### config.mk
export PLATFORM = sky130hd
export DESIGN_NAME = binary_blob_centroid_flat
export DESIGN_NICKNAME = d
export VERILOG_FILES = /design/src/design/bbc_pkg.sv /design/src/design/bbc_req_if.sv /design/src/design/bbc_rsp_if.sv /design/src/design/bbc_front.sv /design/src/design/bbc_queue.sv /design/src/design/bbc_back.sv /design/src/design/binary_blob_centroid.sv /design/src/flat_wrapper.sv
export SDC_FILE = /design/constraint.sdc
export NUM_CORES = 1
export LEC_CHECK = 0
export ABC_AREA = 1
export BUFFER_PORTS_ARGS = -buffer_cell sky130_fd_sc_hd__buf_2
export CAP_MARGIN = 20
export CORE_MARGIN = 3
export CORE_UTILIZATION = 60
export DETAILED_ROUTE_END_ITERATION = 8
export PLACE_DENSITY = 0.77
export REMOVE_ABC_BUFFERS = 1
export SLEW_MARGIN = 15
export SYNTH_ARGS = -nofsm -noshare
export SYNTH_HDL_FRONTEND = slang
export SYNTH_HIERARCHICAL = 1
export SYNTH_SLANG_ARGS = --single-unit
### constraint.sdc
create_clock -name clock -period 11.4 [get_ports clock]
set_clock_uncertainty 0.1 [all_clocks]
set_input_delay 1.14 -clock clock [delete_from_list [all_inputs] [get_ports clock]]
set_output_delay 1.14 -clock clock [all_outputs]
set_load 0.01 [all_outputs]
### src/design/bbc_pkg.sv
// bbc_pkg: shared widths, register indexes, reset values and the configuration
// struct of the blob centroid block
// no dependencies
`timescale 1ns / 1ps
`default_nettype none

package bbc_pkg;

   localparam int MAX_DIM_DEF = 4096;

   localparam int PIX_W   = 8;
   localparam int DIM_W   = 13;
   localparam int CTR_W   = 12;
   localparam int THR_W   = 8;
   localparam int CSR_IDX_W = 3;
   localparam int CSR_DATA_W = 13;

   localparam logic [DIM_W-1:0] FRAME_WIDTH_RST  = 13'd640;
   localparam logic [DIM_W-1:0] FRAME_HEIGHT_RST = 13'd480;
   localparam logic [THR_W-1:0] THRESHOLD_RST    = 8'd127;
   localparam logic [CTR_W-1:0] DEFAULT_X_RST    = 12'd320;
   localparam logic [CTR_W-1:0] DEFAULT_Y_RST    = 12'd240;

   typedef enum logic [CSR_IDX_W-1:0] {
      REG_FRAME_WIDTH  = 3'd0,
      REG_FRAME_HEIGHT = 3'd1,
      REG_THRESHOLD    = 3'd2,
      REG_DEFAULT_X    = 3'd3,
      REG_DEFAULT_Y    = 3'd4
   } csr_index_type;

   typedef struct packed {
      logic [DIM_W-1:0] frame_width;
      logic [DIM_W-1:0] frame_height;
      logic [THR_W-1:0] bright_threshold;
      logic [CTR_W-1:0] default_x;
      logic [CTR_W-1:0] default_y;
   } cfg_type;

endpackage

`default_nettype wire

### src/design/bbc_req_if.sv
// bbc_req_if: pixel channel, valid/ready with one grey pixel per transfer
// depends on bbc_pkg
`timescale 1ns / 1ps
`default_nettype none

interface bbc_req_if import bbc_pkg::*; ();
   logic             valid;
   logic             ready;
   logic [PIX_W-1:0] pixel;

   modport source (output valid, output pixel, input ready);
   modport sink   (input valid, input pixel, output ready);
endinterface

`default_nettype wire

### src/design/bbc_rsp_if.sv
// bbc_rsp_if: result channel, valid/ready with one centre per transfer
// depends on bbc_pkg
`timescale 1ns / 1ps
`default_nettype none

interface bbc_rsp_if import bbc_pkg::*; ();
   logic             valid;
   logic             ready;
   logic [CTR_W-1:0] center_x;
   logic [CTR_W-1:0] center_y;
   logic             found;

   modport source (output valid, output center_x, output center_y, output found, input ready);
   modport sink   (input valid, input center_x, input center_y, input found, output ready);
endinterface

`default_nettype wire

### src/design/bbc_front.sv
// bbc_front: pixel intake, raster position counters and per-frame sums;
// pushes the finished sums of a frame into the queue
// depends on bbc_pkg and bbc_req_if
`timescale 1ns / 1ps
`default_nettype none

module bbc_front import bbc_pkg::*; #(
   parameter int MAX_DIM = MAX_DIM_DEF,
   localparam int POS_W = $clog2(MAX_DIM),
   localparam int CNT_W = 2 * POS_W + 1,
   localparam int SUM_W = 3 * POS_W
) (
   input  wire logic             clock,
   input  wire logic             reset,
   input  wire cfg_type          cfg,
   bbc_req_if.sink               req,
   output logic                  push_valid,
   input  wire logic             push_ready,
   output logic [SUM_W-1:0]      push_x,
   output logic [SUM_W-1:0]      push_y,
   output logic [CNT_W-1:0]      push_cnt
);

   localparam int LIM_A = $clog2(MAX_DIM + 1);
   localparam int LIM_W = (DIM_W > LIM_A) ? DIM_W : LIM_A;

   logic [POS_W-1:0] col_ff, col_in;
   logic [POS_W-1:0] row_ff, row_in;
   logic [SUM_W-1:0] x_ff, x_in;
   logic [SUM_W-1:0] y_ff, y_in;
   logic [CNT_W-1:0] cnt_ff, cnt_in;

   logic [LIM_W-1:0] width_lim, height_lim;
   logic [LIM_W-1:0] col_next, row_next;
   logic             col_end, row_end, frame_end, hit, take;
   logic [SUM_W-1:0] x_sum, y_sum;
   logic [CNT_W-1:0] cnt_sum;

   // zero acts as one, anything above the maximum as the maximum
   always_comb begin
      if (cfg.frame_width == '0) begin
         width_lim = LIM_W'(1);
      end else if (LIM_W'(cfg.frame_width) > LIM_W'(MAX_DIM)) begin
         width_lim = LIM_W'(MAX_DIM);
      end else begin
         width_lim = LIM_W'(cfg.frame_width);
      end
      if (cfg.frame_height == '0) begin
         height_lim = LIM_W'(1);
      end else if (LIM_W'(cfg.frame_height) > LIM_W'(MAX_DIM)) begin
         height_lim = LIM_W'(MAX_DIM);
      end else begin
         height_lim = LIM_W'(cfg.frame_height);
      end
   end

   // at or beyond the last position, so a shrunk size ends at the next pixel
   assign col_next  = LIM_W'(col_ff) + LIM_W'(1);
   assign row_next  = LIM_W'(row_ff) + LIM_W'(1);
   assign col_end   = col_next >= width_lim;
   assign row_end   = row_next >= height_lim;
   assign frame_end = col_end && row_end;

   // only the last pixel of a frame needs room in the queue
   assign req.ready = push_ready || !frame_end;
   assign take      = req.valid && req.ready;
   assign hit       = req.pixel > cfg.bright_threshold;

   assign x_sum   = hit ? x_ff + SUM_W'(col_ff) : x_ff;
   assign y_sum   = hit ? y_ff + SUM_W'(row_ff) : y_ff;
   assign cnt_sum = hit ? cnt_ff + CNT_W'(1) : cnt_ff;

   assign push_valid = req.valid && frame_end;
   assign push_x     = x_sum;
   assign push_y     = y_sum;
   assign push_cnt   = cnt_sum;

   always_comb begin
      col_in = col_ff;
      row_in = row_ff;
      x_in   = x_ff;
      y_in   = y_ff;
      cnt_in = cnt_ff;
      if (take) begin
         if (frame_end) begin
            col_in = '0;
            row_in = '0;
            x_in   = '0;
            y_in   = '0;
            cnt_in = '0;
         end else begin
            x_in   = x_sum;
            y_in   = y_sum;
            cnt_in = cnt_sum;
            if (col_end) begin
               col_in = '0;
               row_in = POS_W'(row_next);
            end else begin
               col_in = POS_W'(col_next);
            end
         end
      end
   end

   always_ff @(posedge clock) begin
      if (reset) begin
         col_ff <= '0;
         row_ff <= '0;
         x_ff   <= '0;
         y_ff   <= '0;
         cnt_ff <= '0;
      end else begin
         col_ff <= col_in;
         row_ff <= row_in;
         x_ff   <= x_in;
         y_ff   <= y_in;
         cnt_ff <= cnt_in;
      end
   end

endmodule

`default_nettype wire

### src/design/bbc_queue.sv
// bbc_queue: two-entry queue of frame sums between intake and divider
// depends on bbc_pkg
`timescale 1ns / 1ps
`default_nettype none

module bbc_queue import bbc_pkg::*; #(
   parameter int WIDTH = 1
) (
   input  wire logic             clock,
   input  wire logic             reset,
   input  wire logic             push_valid,
   output logic                  push_ready,
   input  wire logic [WIDTH-1:0] push_data,
   output logic                  pop_valid,
   input  wire logic             pop_ready,
   output logic [WIDTH-1:0]      pop_data
);

   logic [WIDTH-1:0] mem_ff [2];
   logic             wr_ptr_ff, wr_ptr_in;
   logic             rd_ptr_ff, rd_ptr_in;
   logic [1:0]       fill_ff, fill_in;
   logic             do_push, do_pop;

   assign push_ready = fill_ff != 2'd2;
   assign pop_valid  = fill_ff != 2'd0;
   assign pop_data   = mem_ff[rd_ptr_ff];
   assign do_push    = push_valid && push_ready;
   assign do_pop     = pop_valid && pop_ready;

   always_comb begin
      wr_ptr_in = do_push ? !wr_ptr_ff : wr_ptr_ff;
      rd_ptr_in = do_pop ? !rd_ptr_ff : rd_ptr_ff;
      fill_in   = fill_ff;
      if (do_push && !do_pop) begin
         fill_in = fill_ff + 2'd1;
      end else if (do_pop && !do_push) begin
         fill_in = fill_ff - 2'd1;
      end
   end

   always_ff @(posedge clock) begin
      if (do_push) begin
         mem_ff[wr_ptr_ff] <= push_data;
      end
   end

   always_ff @(posedge clock) begin
      if (reset) begin
         wr_ptr_ff <= 1'b0;
         rd_ptr_ff <= 1'b0;
         fill_ff   <= 2'd0;
      end else begin
         wr_ptr_ff <= wr_ptr_in;
         rd_ptr_ff <= rd_ptr_in;
         fill_ff   <= fill_in;
      end
   end

endmodule

`default_nettype wire

### src/design/bbc_back.sv
// bbc_back: bit-serial divider for the two means and the result register
// depends on bbc_pkg
`timescale 1ns / 1ps
`default_nettype none

module bbc_back import bbc_pkg::*; #(
   parameter int MAX_DIM = MAX_DIM_DEF,
   localparam int POS_W = $clog2(MAX_DIM),
   localparam int CNT_W = 2 * POS_W + 1,
   localparam int SUM_W = 3 * POS_W
) (
   input  wire logic             clock,
   input  wire logic             reset,
   input  wire cfg_type          cfg,
   input  wire logic             pop_valid,
   output logic                  pop_ready,
   input  wire logic [SUM_W-1:0] pop_x,
   input  wire logic [SUM_W-1:0] pop_y,
   input  wire logic [CNT_W-1:0] pop_cnt,
   output logic                  rsp_valid,
   input  wire logic             rsp_ready,
   output logic [CTR_W-1:0]      rsp_center_x,
   output logic [CTR_W-1:0]      rsp_center_y,
   output logic                  rsp_found
);

   localparam int DW     = CNT_W + POS_W;
   localparam int STEP_W = $clog2(POS_W) + 1;

   typedef enum logic [2:0] {
      ST_IDLE   = 3'b001,
      ST_DIVIDE = 3'b010,
      ST_HOLD   = 3'b100
   } state_type;

   state_type         state_ff, state_in;
   logic [DW-1:0]     rem_x_ff, rem_x_in;
   logic [DW-1:0]     rem_y_ff, rem_y_in;
   logic [DW-1:0]     dsh_ff, dsh_in;
   logic [CNT_W-1:0]  cnt_ff, cnt_in;
   logic [POS_W-1:0]  qx_ff, qx_in;
   logic [POS_W-1:0]  qy_ff, qy_in;
   logic [STEP_W-1:0] step_ff, step_in;
   logic              valid_ff, valid_in;
   logic [CTR_W-1:0]  cx_ff, cx_in;
   logic [CTR_W-1:0]  cy_ff, cy_in;
   logic              found_ff, found_in;

   logic              bit_x, bit_y, found, out_free;
   logic [POS_W+CTR_W-1:0] qx_ext, qy_ext;

   assign bit_x    = rem_x_ff >= dsh_ff;
   assign bit_y    = rem_y_ff >= dsh_ff;
   assign found    = cnt_ff != '0;
   assign out_free = !valid_ff || rsp_ready;
   assign qx_ext   = (POS_W+CTR_W)'(qx_ff);
   assign qy_ext   = (POS_W+CTR_W)'(qy_ff);
   assign pop_ready = state_ff == ST_IDLE;

   always_comb begin
      state_in = state_ff;
      rem_x_in = rem_x_ff;
      rem_y_in = rem_y_ff;
      dsh_in   = dsh_ff;
      cnt_in   = cnt_ff;
      qx_in    = qx_ff;
      qy_in    = qy_ff;
      step_in  = step_ff;
      valid_in = valid_ff && !rsp_ready;
      cx_in    = cx_ff;
      cy_in    = cy_ff;
      found_in = found_ff;
      case (state_ff)
         ST_IDLE: begin
            if (pop_valid) begin
               rem_x_in = DW'(pop_x);
               rem_y_in = DW'(pop_y);
               // quotient is below the maximum size, so start at its top bit
               dsh_in   = DW'(pop_cnt) << (POS_W - 1);
               cnt_in   = pop_cnt;
               step_in  = STEP_W'(POS_W - 1);
               state_in = ST_DIVIDE;
            end
         end
         ST_DIVIDE: begin
            if (bit_x) begin
               rem_x_in = rem_x_ff - dsh_ff;
            end
            if (bit_y) begin
               rem_y_in = rem_y_ff - dsh_ff;
            end
            qx_in  = POS_W'({qx_ff, bit_x});
            qy_in  = POS_W'({qy_ff, bit_y});
            dsh_in = dsh_ff >> 1;
            if (step_ff == '0) begin
               state_in = ST_HOLD;
            end else begin
               step_in = step_ff - STEP_W'(1);
            end
         end
         ST_HOLD: begin
            if (out_free) begin
               valid_in = 1'b1;
               found_in = found;
               cx_in    = found ? qx_ext[CTR_W-1:0] : cfg.default_x;
               cy_in    = found ? qy_ext[CTR_W-1:0] : cfg.default_y;
               state_in = ST_IDLE;
            end
         end
         default: begin
            state_in = ST_IDLE;
         end
      endcase
   end

   always_ff @(posedge clock) begin
      rem_x_ff <= rem_x_in;
      rem_y_ff <= rem_y_in;
      dsh_ff   <= dsh_in;
      cnt_ff   <= cnt_in;
      qx_ff    <= qx_in;
      qy_ff    <= qy_in;
      step_ff  <= step_in;
      cx_ff    <= cx_in;
      cy_ff    <= cy_in;
      found_ff <= found_in;
   end

   always_ff @(posedge clock) begin
      if (reset) begin
         state_ff <= ST_IDLE;
         valid_ff <= 1'b0;
      end else begin
         state_ff <= state_in;
         valid_ff <= valid_in;
      end
   end

   assign rsp_valid    = valid_ff;
   assign rsp_center_x = cx_ff;
   assign rsp_center_y = cy_ff;
   assign rsp_found    = found_ff;

endmodule

`default_nettype wire

### src/design/binary_blob_centroid.sv
// binary_blob_centroid: top level, configuration registers and the three stages
// depends on bbc_pkg, bbc_req_if, bbc_rsp_if, bbc_front, bbc_queue, bbc_back
`timescale 1ns / 1ps
`default_nettype none

// Centroid of the pixels brighter than a threshold in a grey frame sent in raster
// order. One pixel is taken per clock while the queue has room, since the last
// pixel of a frame is held back while the queue is full; the intake counts column
// and row against the configured frame size and keeps the sums. At the last pixel
// of a frame the sums go into a two-entry queue, and a bit-serial divider works
// out both means: the back stage picks up the entry, divides and then loads the
// result register, which waits while the last result has not yet been taken.
// A result is one transfer on rsp_out per frame, with found low and the default
// centre when no pixel qualified. Registers are written through csr_* and take
// effect at once; writes to unused indexes are dropped.

module binary_blob_centroid import bbc_pkg::*; #(
   parameter int MAX_DIM = MAX_DIM_DEF
) (
   input  wire logic                  clock,
   input  wire logic                  reset,
   bbc_req_if.sink                    req_in,
   bbc_rsp_if.source                  rsp_out,
   input  wire logic                  csr_we,
   input  wire logic [CSR_IDX_W-1:0]  csr_index,
   input  wire logic [CSR_DATA_W-1:0] csr_wdata
);

   localparam int POS_W = $clog2(MAX_DIM);
   localparam int CNT_W = 2 * POS_W + 1;
   localparam int SUM_W = 3 * POS_W;
   localparam int Q_W   = 2 * SUM_W + CNT_W;

   cfg_type          cfg_ff, cfg_in;

   logic             push_valid, push_ready;
   logic [SUM_W-1:0] push_x, push_y;
   logic [CNT_W-1:0] push_cnt;
   logic             pop_valid, pop_ready;
   logic [Q_W-1:0]   pop_data;
   logic [SUM_W-1:0] pop_x, pop_y;
   logic [CNT_W-1:0] pop_cnt;

   always_comb begin
      cfg_in = cfg_ff;
      if (csr_we) begin
         case (csr_index)
            REG_FRAME_WIDTH:  cfg_in.frame_width      = csr_wdata[DIM_W-1:0];
            REG_FRAME_HEIGHT: cfg_in.frame_height     = csr_wdata[DIM_W-1:0];
            REG_THRESHOLD:    cfg_in.bright_threshold = csr_wdata[THR_W-1:0];
            REG_DEFAULT_X:    cfg_in.default_x        = csr_wdata[CTR_W-1:0];
            REG_DEFAULT_Y:    cfg_in.default_y        = csr_wdata[CTR_W-1:0];
            default: begin
               cfg_in = cfg_ff;
            end
         endcase
      end
   end

   always_ff @(posedge clock) begin
      if (reset) begin
         cfg_ff.frame_width      <= FRAME_WIDTH_RST;
         cfg_ff.frame_height     <= FRAME_HEIGHT_RST;
         cfg_ff.bright_threshold <= THRESHOLD_RST;
         cfg_ff.default_x        <= DEFAULT_X_RST;
         cfg_ff.default_y        <= DEFAULT_Y_RST;
      end else begin
         cfg_ff <= cfg_in;
      end
   end

   bbc_front #(.MAX_DIM(MAX_DIM)) u_front (
      .clock      (clock),
      .reset      (reset),
      .cfg        (cfg_ff),
      .req        (req_in),
      .push_valid (push_valid),
      .push_ready (push_ready),
      .push_x     (push_x),
      .push_y     (push_y),
      .push_cnt   (push_cnt)
   );

   bbc_queue #(.WIDTH(Q_W)) u_queue (
      .clock      (clock),
      .reset      (reset),
      .push_valid (push_valid),
      .push_ready (push_ready),
      .push_data  ({push_x, push_y, push_cnt}),
      .pop_valid  (pop_valid),
      .pop_ready  (pop_ready),
      .pop_data   (pop_data)
   );

   assign {pop_x, pop_y, pop_cnt} = pop_data;

   bbc_back #(.MAX_DIM(MAX_DIM)) u_back (
      .clock        (clock),
      .reset        (reset),
      .cfg          (cfg_ff),
      .pop_valid    (pop_valid),
      .pop_ready    (pop_ready),
      .pop_x        (pop_x),
      .pop_y        (pop_y),
      .pop_cnt      (pop_cnt),
      .rsp_valid    (rsp_out.valid),
      .rsp_ready    (rsp_out.ready),
      .rsp_center_x (rsp_out.center_x),
      .rsp_center_y (rsp_out.center_y),
      .rsp_found    (rsp_out.found)
   );

endmodule

`default_nettype wire

### src/flat_wrapper.sv
// flat-port wrapper written by rule: the top's interface ports become plain ports
module binary_blob_centroid_flat import bbc_pkg::*;
#(
   parameter int MAX_DIM = MAX_DIM_DEF
)
  (clock, reset, csr_we, csr_index, csr_wdata, req_in_valid, req_in_pixel, req_in_ready, rsp_out_valid, rsp_out_center_x, rsp_out_center_y, rsp_out_found, rsp_out_ready);
  bbc_req_if req_in_i ();
  bbc_rsp_if rsp_out_i ();
  input  wire logic clock;
  input  wire logic reset;
  input  wire logic csr_we;
  input  wire logic [CSR_IDX_W-1:0] csr_index;
  input  wire logic [CSR_DATA_W-1:0] csr_wdata;
  input wire logic [$bits(req_in_i.valid)-1:0] req_in_valid;
  input wire logic [$bits(req_in_i.pixel)-1:0] req_in_pixel;
  output wire logic [$bits(req_in_i.ready)-1:0] req_in_ready;
  output wire logic [$bits(rsp_out_i.valid)-1:0] rsp_out_valid;
  output wire logic [$bits(rsp_out_i.center_x)-1:0] rsp_out_center_x;
  output wire logic [$bits(rsp_out_i.center_y)-1:0] rsp_out_center_y;
  output wire logic [$bits(rsp_out_i.found)-1:0] rsp_out_found;
  input wire logic [$bits(rsp_out_i.ready)-1:0] rsp_out_ready;
  assign req_in_i.valid = req_in_valid;
  assign req_in_i.pixel = req_in_pixel;
  assign req_in_ready = req_in_i.ready;
  assign rsp_out_valid = rsp_out_i.valid;
  assign rsp_out_center_x = rsp_out_i.center_x;
  assign rsp_out_center_y = rsp_out_i.center_y;
  assign rsp_out_found = rsp_out_i.found;
  assign rsp_out_i.ready = rsp_out_ready;
  binary_blob_centroid #(.MAX_DIM(MAX_DIM)) u_core (.clock(clock), .reset(reset), .req_in(req_in_i), .rsp_out(rsp_out_i), .csr_we(csr_we), .csr_index(csr_index), .csr_wdata(csr_wdata));
endmodule
==> impl_metrics.tcl, run 1 <==
set metrics [dict create \
    drc_errors 0 \
    synth_async_sr_flop_share_pct 0 \
    n_fill_cell 4573 \
    timing_worst_setup_path_type "flop to flop" \
    dp.final_hpwl_um 60600 \
    power_density_nw_per_um2 196 \
    drt_first_pass_iters 5 \
    synth_area_um2 33100 \
    switching_power_mw 2.55 \
    max_slew.worst_pin.slew_ps 1040 \
    fp.dieH_um 241 \
    grt_max_degree 99 \
    die_width_um 241 \
    hold_viol 0 \
    fin_crit_ps 5220 \
    postRouteAntennaNets 0 \
    routedWlPerCell_um 16.8 \
    layout_cell_share_with_drive_strength_beyond_1_pct 7.88 \
    register_share_of_total_power_pct 37.5 \
    final_max_slew_viols 0 \
    final_common_cell "nand2_1" \
    path_delay_family "simple AND/OR/NAND/NOR gates" \
    crit_top_cell "nand2_1" \
    fin_tns_setup_ps 0 \
    boundaryPins 56 \
    overflow_left_after_global_routing 0 \
    power.total_mw 7.00 \
    portion_of_the_post_synthesis_area_used_by_sequential_elements_pct 46.1 \
    timing.critical_path.slowest_stage_cell "buf_4" \
    cp_arrival_ps 5360 \
    rsz_0062_raised_after_global_routing "false" \
    non_filler_cells_final 4961 \
    maximum_clock_frequency_mhz 191 \
    wire_length_of_the_first_global_routing_pass_um 132000 \
    p_int_mw 4.45 \
    standard_cell_rows 85 \
    peakVddDrop_mv 0.139 \
    number_of_instances_resized_during_post_cts_repair 0 \
    setup_viol 0 \
    top_reg_cell_synth "edfxtp_1" \
    post_synth_num_cell_types 49 \
    io_buffer_count 55 \
    synth_area_per_cell_um2 7.90 \
    clk_pin_slew_ps 60 \
    grt_pass1_vias 25300 \
    starting_utilization_of_the_core_area_pct 61.1 \
    slew_headroom_pct 31.0 \
    grt_use_total_pct 28.8 \
    max_cap_violations 0 \
    final_cell_area_um2 35800 \
    design.final.nets 4383 \
    final_estimated_routing_congestion_in_global_placement 0.960 \
    antenna_found_initial 1 \
    cts-htree-levels 2 \
    dr_total_vias 27400 \
    warning_count_from_the_yosys_run 6 \
    postCtsHoldBufs 0 \
    place.detailed.instances 4850 \
    clock_sink_count 571 \
    share_clk_of_total_power_pct 28.1 \
    post_cts.repair.setup_buffers 0 \
    ff2ff_setup_slack_ps 6180 \
    post-route-period-util_pct 45.8 \
    power_switching_share_pct 36.4 \
    endpoint_kind "flop" \
    outcome "completed" \
    layout_common_cells "nand2_1 (1382), inv_1 (538), edfxtp_1 (383)" \
    min_path_type "flop to flop" \
    power.static_leakage_nw 15.8 \
    clock_tree.root_cell "clkbuf_16" \
    wl_um 83400 \
    max_fo_critical_path 70 \
    ys_ff_latch 571 \
    cts_max_path_buffers 3 \
    final_core_utilization_pct 66.0 \
    placement.cell_area_um2 33800 \
    cell_count_after_synthesis 4191 \
    path_cells "ha_1 > nand3_1 > nor3_1 > nand4_1 > xor2_1 > ha_1 > nand2_1 > nor3_1 > nand2_1 > nand3_2 > nand2_1 > nor2_1 > nand2_1 > nor2_4 > buf_4" \
    core_area_um2 54200 \
    design.die.area_um2 58000 \
    worstPathRequired_ps 11530 \
    skew_pair_late_insertion_delay_ps 630 \
    critical_path.max_stage_delay_ps 850 \
    share_comb_of_total_power_pct 34.4 \
    route.detailed.vias_per_inst 5.52 \
    initialDrtViolationCount 2682 \
    cts_inserted_buffers 59 \
    syn_to_final_growth_pct 8.12 \
    cp-start-kind "flop" \
    tritoncts "built" \
    synth_enable_flop_cells 383 \
    timing.critical_path.buf_inv 1 \
]
==> area by class of cell <==
| type | count | area (um2) | share of cell area (%) |
|---|---|---|---|
| Inverter | 545 | 2050 | 5.72 |
| Antenna cell | 1 | 2.50 | 0.00699 |
| Multi-Input combinational cell | 2962 | 15200 | 42.4 |
| Tap cell | 696 | 871 | 2.43 |
| Sequential cell | 571 | 15300 | 42.6 |
| Clock buffer | 70 | 1600 | 4.47 |
| Clock inverter | 40 | 403 | 1.13 |
| Timing Repair Buffer | 76 | 435 | 1.22 |
==> layer usage <==
metal,vias up,global-route usage [%],part of all wire [%]
li1,13700,-,-
met1,12600,40.8,44
met2,1002,43.9,43
met3,155,7.12,9.4
met4,0,9.32,3.2
met5,-,0,0
==> power by group through the flow <==
stage / Combinational [mW] / Clock [mW] / Sequential [mW]
floorplan: 1.74 / 0 / 2.65
global placement: 2.32 / 0 / 2.66
detailed placement: 2.35 / 0 / 2.67
CTS: 2.38 / 2.01 / 2.62
global route: 2.69 / 2.08 / 2.64
finish: 2.41 / 1.97 / 2.62
==> worst reg2reg max path, cell delays in order (launching register included) <==
cell     delay, ps
dfxtp_1        430
ha_1           220
nand3_1        120
nor3_1         390
nand4_1        220
xor2_1         220
ha_1           320
nand2_1         70
nor3_1         180
nand2_1        100
nand3_2        170
nand2_1        240
nor2_1         220
nand2_1        200
nor2_4         660
buf_4          870
==> synth_stat cells, types with 28 or more instances <==
cell,count,area [um2]
mux2_2,67,754
edfxtp_1,383,11500
nand3_1,292,1460
nand3b_1,31,233
xnor2_1,49,429
inv_1,538,2020
a21oi_1,207,1040
dfxtp_1,188,3760
o21ai_0,129,646
mux2_4,30,450
nor3_1,50,250
nand4_1,42,263
nor2_1,381,1430
nand2_1,1383,5190
buf_2,41,205
clkbuf_1,38,143
xor2_1,28,245
ha_1,135,1690
==> through the flow <==
stage,hold slack (ps),setup slack [ps]
floorplan,327,4210
global placement,328,6320
detailed placement,332,6240
CTS,347,6210
global route,353,5660
finish,347,6180
==> registers in the layout, summed over array words and instances (netlist names), 2 cells and up, named ones only <==
name                        flops
u_core/u_front/col_ff          12
u_core/u_front/cnt_ff          25
u_core/u_back/step_ff           5
u_core/u_back/rsp_center_y     12
u_core/u_back/cnt_ff           25
u_core/u_queue/mem_ff         194
u_core/u_back/qy_ff            12
u_core/u_queue/fill_ff          2
u_core/u_front/row_ff          12
u_core/u_back/rem_x_ff         37
u_core/u_front/x_ff            36
u_core/u_back/qx_ff            12
u_core/u_back/rem_y_ff         37
u_core/u_front/y_ff            36
u_core/cfg_ff                  58
u_core/u_back/state_ff          3
u_core/u_back/dsh_ff           36
u_core/u_back/rsp_center_x     12
==> logic make-up (layout without fill, tap and decap cells) <==
group	count (synthesis)	after routing	share of synthesized area, %
and+or+nand+nor	2256	2256	28.4
other	0	1	0
xor gates and xnor gates	77	77	2.04
buffers and inverters	658	731	8.16
AOI/OAI and AO/OA	393	393	6.28
DFF	571	571	46.1
adders and majority gates	139	139	5.34
muxes	97	97	3.64
==> path summary, 6_finish.rpt <==
path                                               start                      endpoint  cells past startpoint
worst min register to register    u_core/u_back/qy_ff[8]        u_core/u_back/qy_ff[9]                      0
worst min-delay path              u_core/u_back/qy_ff[8]        u_core/u_back/qy_ff[9]                      0
worst max-delay path            u_core/u_front/row_ff[0]  u_core/u_queue/mem_ff[1][11]                     15
worst max register to register  u_core/u_front/row_ff[0]  u_core/u_queue/mem_ff[1][11]                     15
Power figures use the tool's default switching activity.
==> inputs of run 2 (changes only) <==
--- a/config.mk
+++ b/config.mk
@@ -9,7 +9,7 @@
 export BUFFER_PORTS_ARGS = -buffer_cell sky130_fd_sc_hd__buf_2
 export CAP_MARGIN = 20
 export CORE_MARGIN = 3
-export CORE_UTILIZATION = 60
+export CORE_UTILIZATION = 58
 export DETAILED_ROUTE_END_ITERATION = 8
 export PLACE_DENSITY = 0.77
 export REMOVE_ABC_BUFFERS = 1
==> constraint.sdc (replaced) <==
create_clock -name clock -period 4.3 [get_ports clock]
set_clock_uncertainty 0.1 [all_clocks]
set_input_delay 0.43 -clock clock [delete_from_list [all_inputs] [get_ports clock]]
set_output_delay 0.43 -clock clock [all_outputs]
set_load 0.01 [all_outputs]
==> impl_metrics.tcl, run 2 (synthesis results as in run 1) <==
set metrics [dict create \
    drt_first_pass_iters 6 \
    rr_worst_depth 22 \
    standard_cell_rows 86 \
    grt_pass1_vias 25200 \
    initialDrtViolationCount 2716 \
    worstPathRequired_ps 3770 \
    cp_arrival_ps 3360 \
    setup_slack_ps 413 \
    grt_max_degree 175 \
    clk_pin_slew_ps 60 \
    regToRegStartpoint "u_core/u_front/row_ff[1]" \
    cts_inserted_buffers 60 \
    skew_pair_late_insertion_delay_ps 660 \
    final_common_cell "nand2_1" \
    peakVddDrop_mv 0.367 \
    ff2ff_setup_slack_ps 450 \
    tritoncts "built" \
    final_cell_area_um2 36100 \
    clock_sink_count 571 \
    hold_viol 0 \
    min_from "csr_wdata[12]" \
    detailedPlace.worstSlack_ps 576 \
    layout_cell_share_with_drive_strength_beyond_1_pct 8.02 \
    timing_worst_setup_path_type "flop to output port" \
    grt_use_total_pct 28.1 \
    final_core_utilization_pct 64.8 \
    power_density_nw_per_um2 514 \
    die_width_um 245 \
    global_routing_usage_on_met1_pct 41.3 \
    power.total_mw 18.6 \
    final_max_slew_viols 0 \
    post_cts.repair.setup_buffers 0 \
    overflow_left_after_global_routing 0 \
    wire_length_of_the_first_global_routing_pass_um 134000 \
    core_area_um2 55700 \
    slew_headroom_pct 40.2 \
    setup_viol 0 \
    antenna_found_initial 0 \
    boundaryPins 56 \
    cts-htree-levels 2 \
    design.final.nets 4408 \
    starting_utilization_of_the_core_area_pct 59.4 \
    dp.final_hpwl_um 61700 \
    cts_max_path_buffers 3 \
    fp.dieH_um 245 \
    final_estimated_routing_congestion_in_global_placement 0.948 \
    syn_to_final_growth_pct 9.09 \
    cp-start-kind "flop" \
    maximum_clock_frequency_mhz 257 \
    post-route-period-util_pct 90.4 \
    outcome "completed" \
    regMostFlops "u_core/u_queue/mem_ff" \
    dr_total_vias 27600 \
    route.detailed.vias_per_inst 5.47 \
    setup.worst_path.start "u_core/u_front/row_ff[1]" \
    endpoint_kind "output port" \
    global_route.usage.met3_pct 3.54 \
    max_cap_violations 0 \
    power.static_leakage_nw 15.9 \
    postRouteAntennaNets 0 \
    max_fo_critical_path 7 \
    fin_tns_setup_ps 0 \
    hold_depth 5 \
    grt_use_met2_pct 43.6 \
    io_buffer_count 55 \
    biggestRegsByFlops "u_core/u_queue/mem_ff (194), u_core/cfg_ff (58)" \
    grt.busiest_layer "met2" \
    clock_tree.root_cell "clkbuf_16" \
    design.die.area_um2 60000 \
    drc_errors 0 \
    wl_um 85000 \
    antenna-diode-count 0 \
    placement.cell_area_um2 34100 \
    max_slew.worst_pin.slew_ps 897 \
    number_of_flip_flops_in_the_largest_register 194 \
    rsz_0062_raised_after_global_routing "false" \
    layout_common_cells "nand2_1 (1382), inv_1 (538), edfxtp_1 (383)" \
    routedWlPerCell_um 16.9 \
    fin_crit_ps 3890 \
    min_path_type "input port to flop" \
]
## run 2: critical path, stage by stage, from the launching register on
cell and delay, ps:
dfxtp_1 420, ha_1 220, nand3_1 140, nor3_1 220, nand4_1 200, xor2_1 210, ha_1 340, nand2_1 70
inv_1 40, o21bai_1 110, nand2_1 80, a21oi_2 120, nand3_2 190, nand3_2 170, buf_2 190
## run 2: metal layers
layer  wire length, um  up-vias
met5                 0        -
met4              2270        0
met3              6740      135
met2             37700     1051
met1             38300    12700
li1                  -    13700
## run 2: report_power, final
group / switching (mW) / total, mW / internal [mW]
Sequential: 0.302 / 6.96 / 6.65
Clock: 2.28 / 5.13 / 2.85
Combinational: 4.33 / 6.49 / 2.16
Total: 6.91 / 18.6 / 11.7
## run 2: final timing paths
| check | end |
|---|---|
| hold reg to reg | u_core/u_back/qy_ff[9] |
| hold / removal | u_core/cfg_ff[44] |
| setup reg to reg | u_core/u_queue/fill_ff[1] |
| setup / recovery | req_in_ready |
## run 2: repair_timing
action,4_1_cts,5_1_grt
hold endpoints to repair,18,0
hold buffers,11,0
setup endpoints to repair,0,0
resized for setup,0,0
## run 2: cell type report
type,instances,area [um2]
Sequential cell,571,15300
Clock inverter,39,363
Inverter,545,2050
Tap cell,748,936
Fill cell,4783,19600
Multi-Input combinational cell,2962,15200
Clock buffer,74,1590
Timing Repair Buffer,100,743
## run 2: metrics by stage
stage / std cells / hold slack, ps
after floorplan: 4078 / 327
after global placement: 4915 / 328
after detailed placement: 4915 / 334
after CTS: 5039 / 50.5
after global routing: 5039 / 116
final: 5039 / 89.2
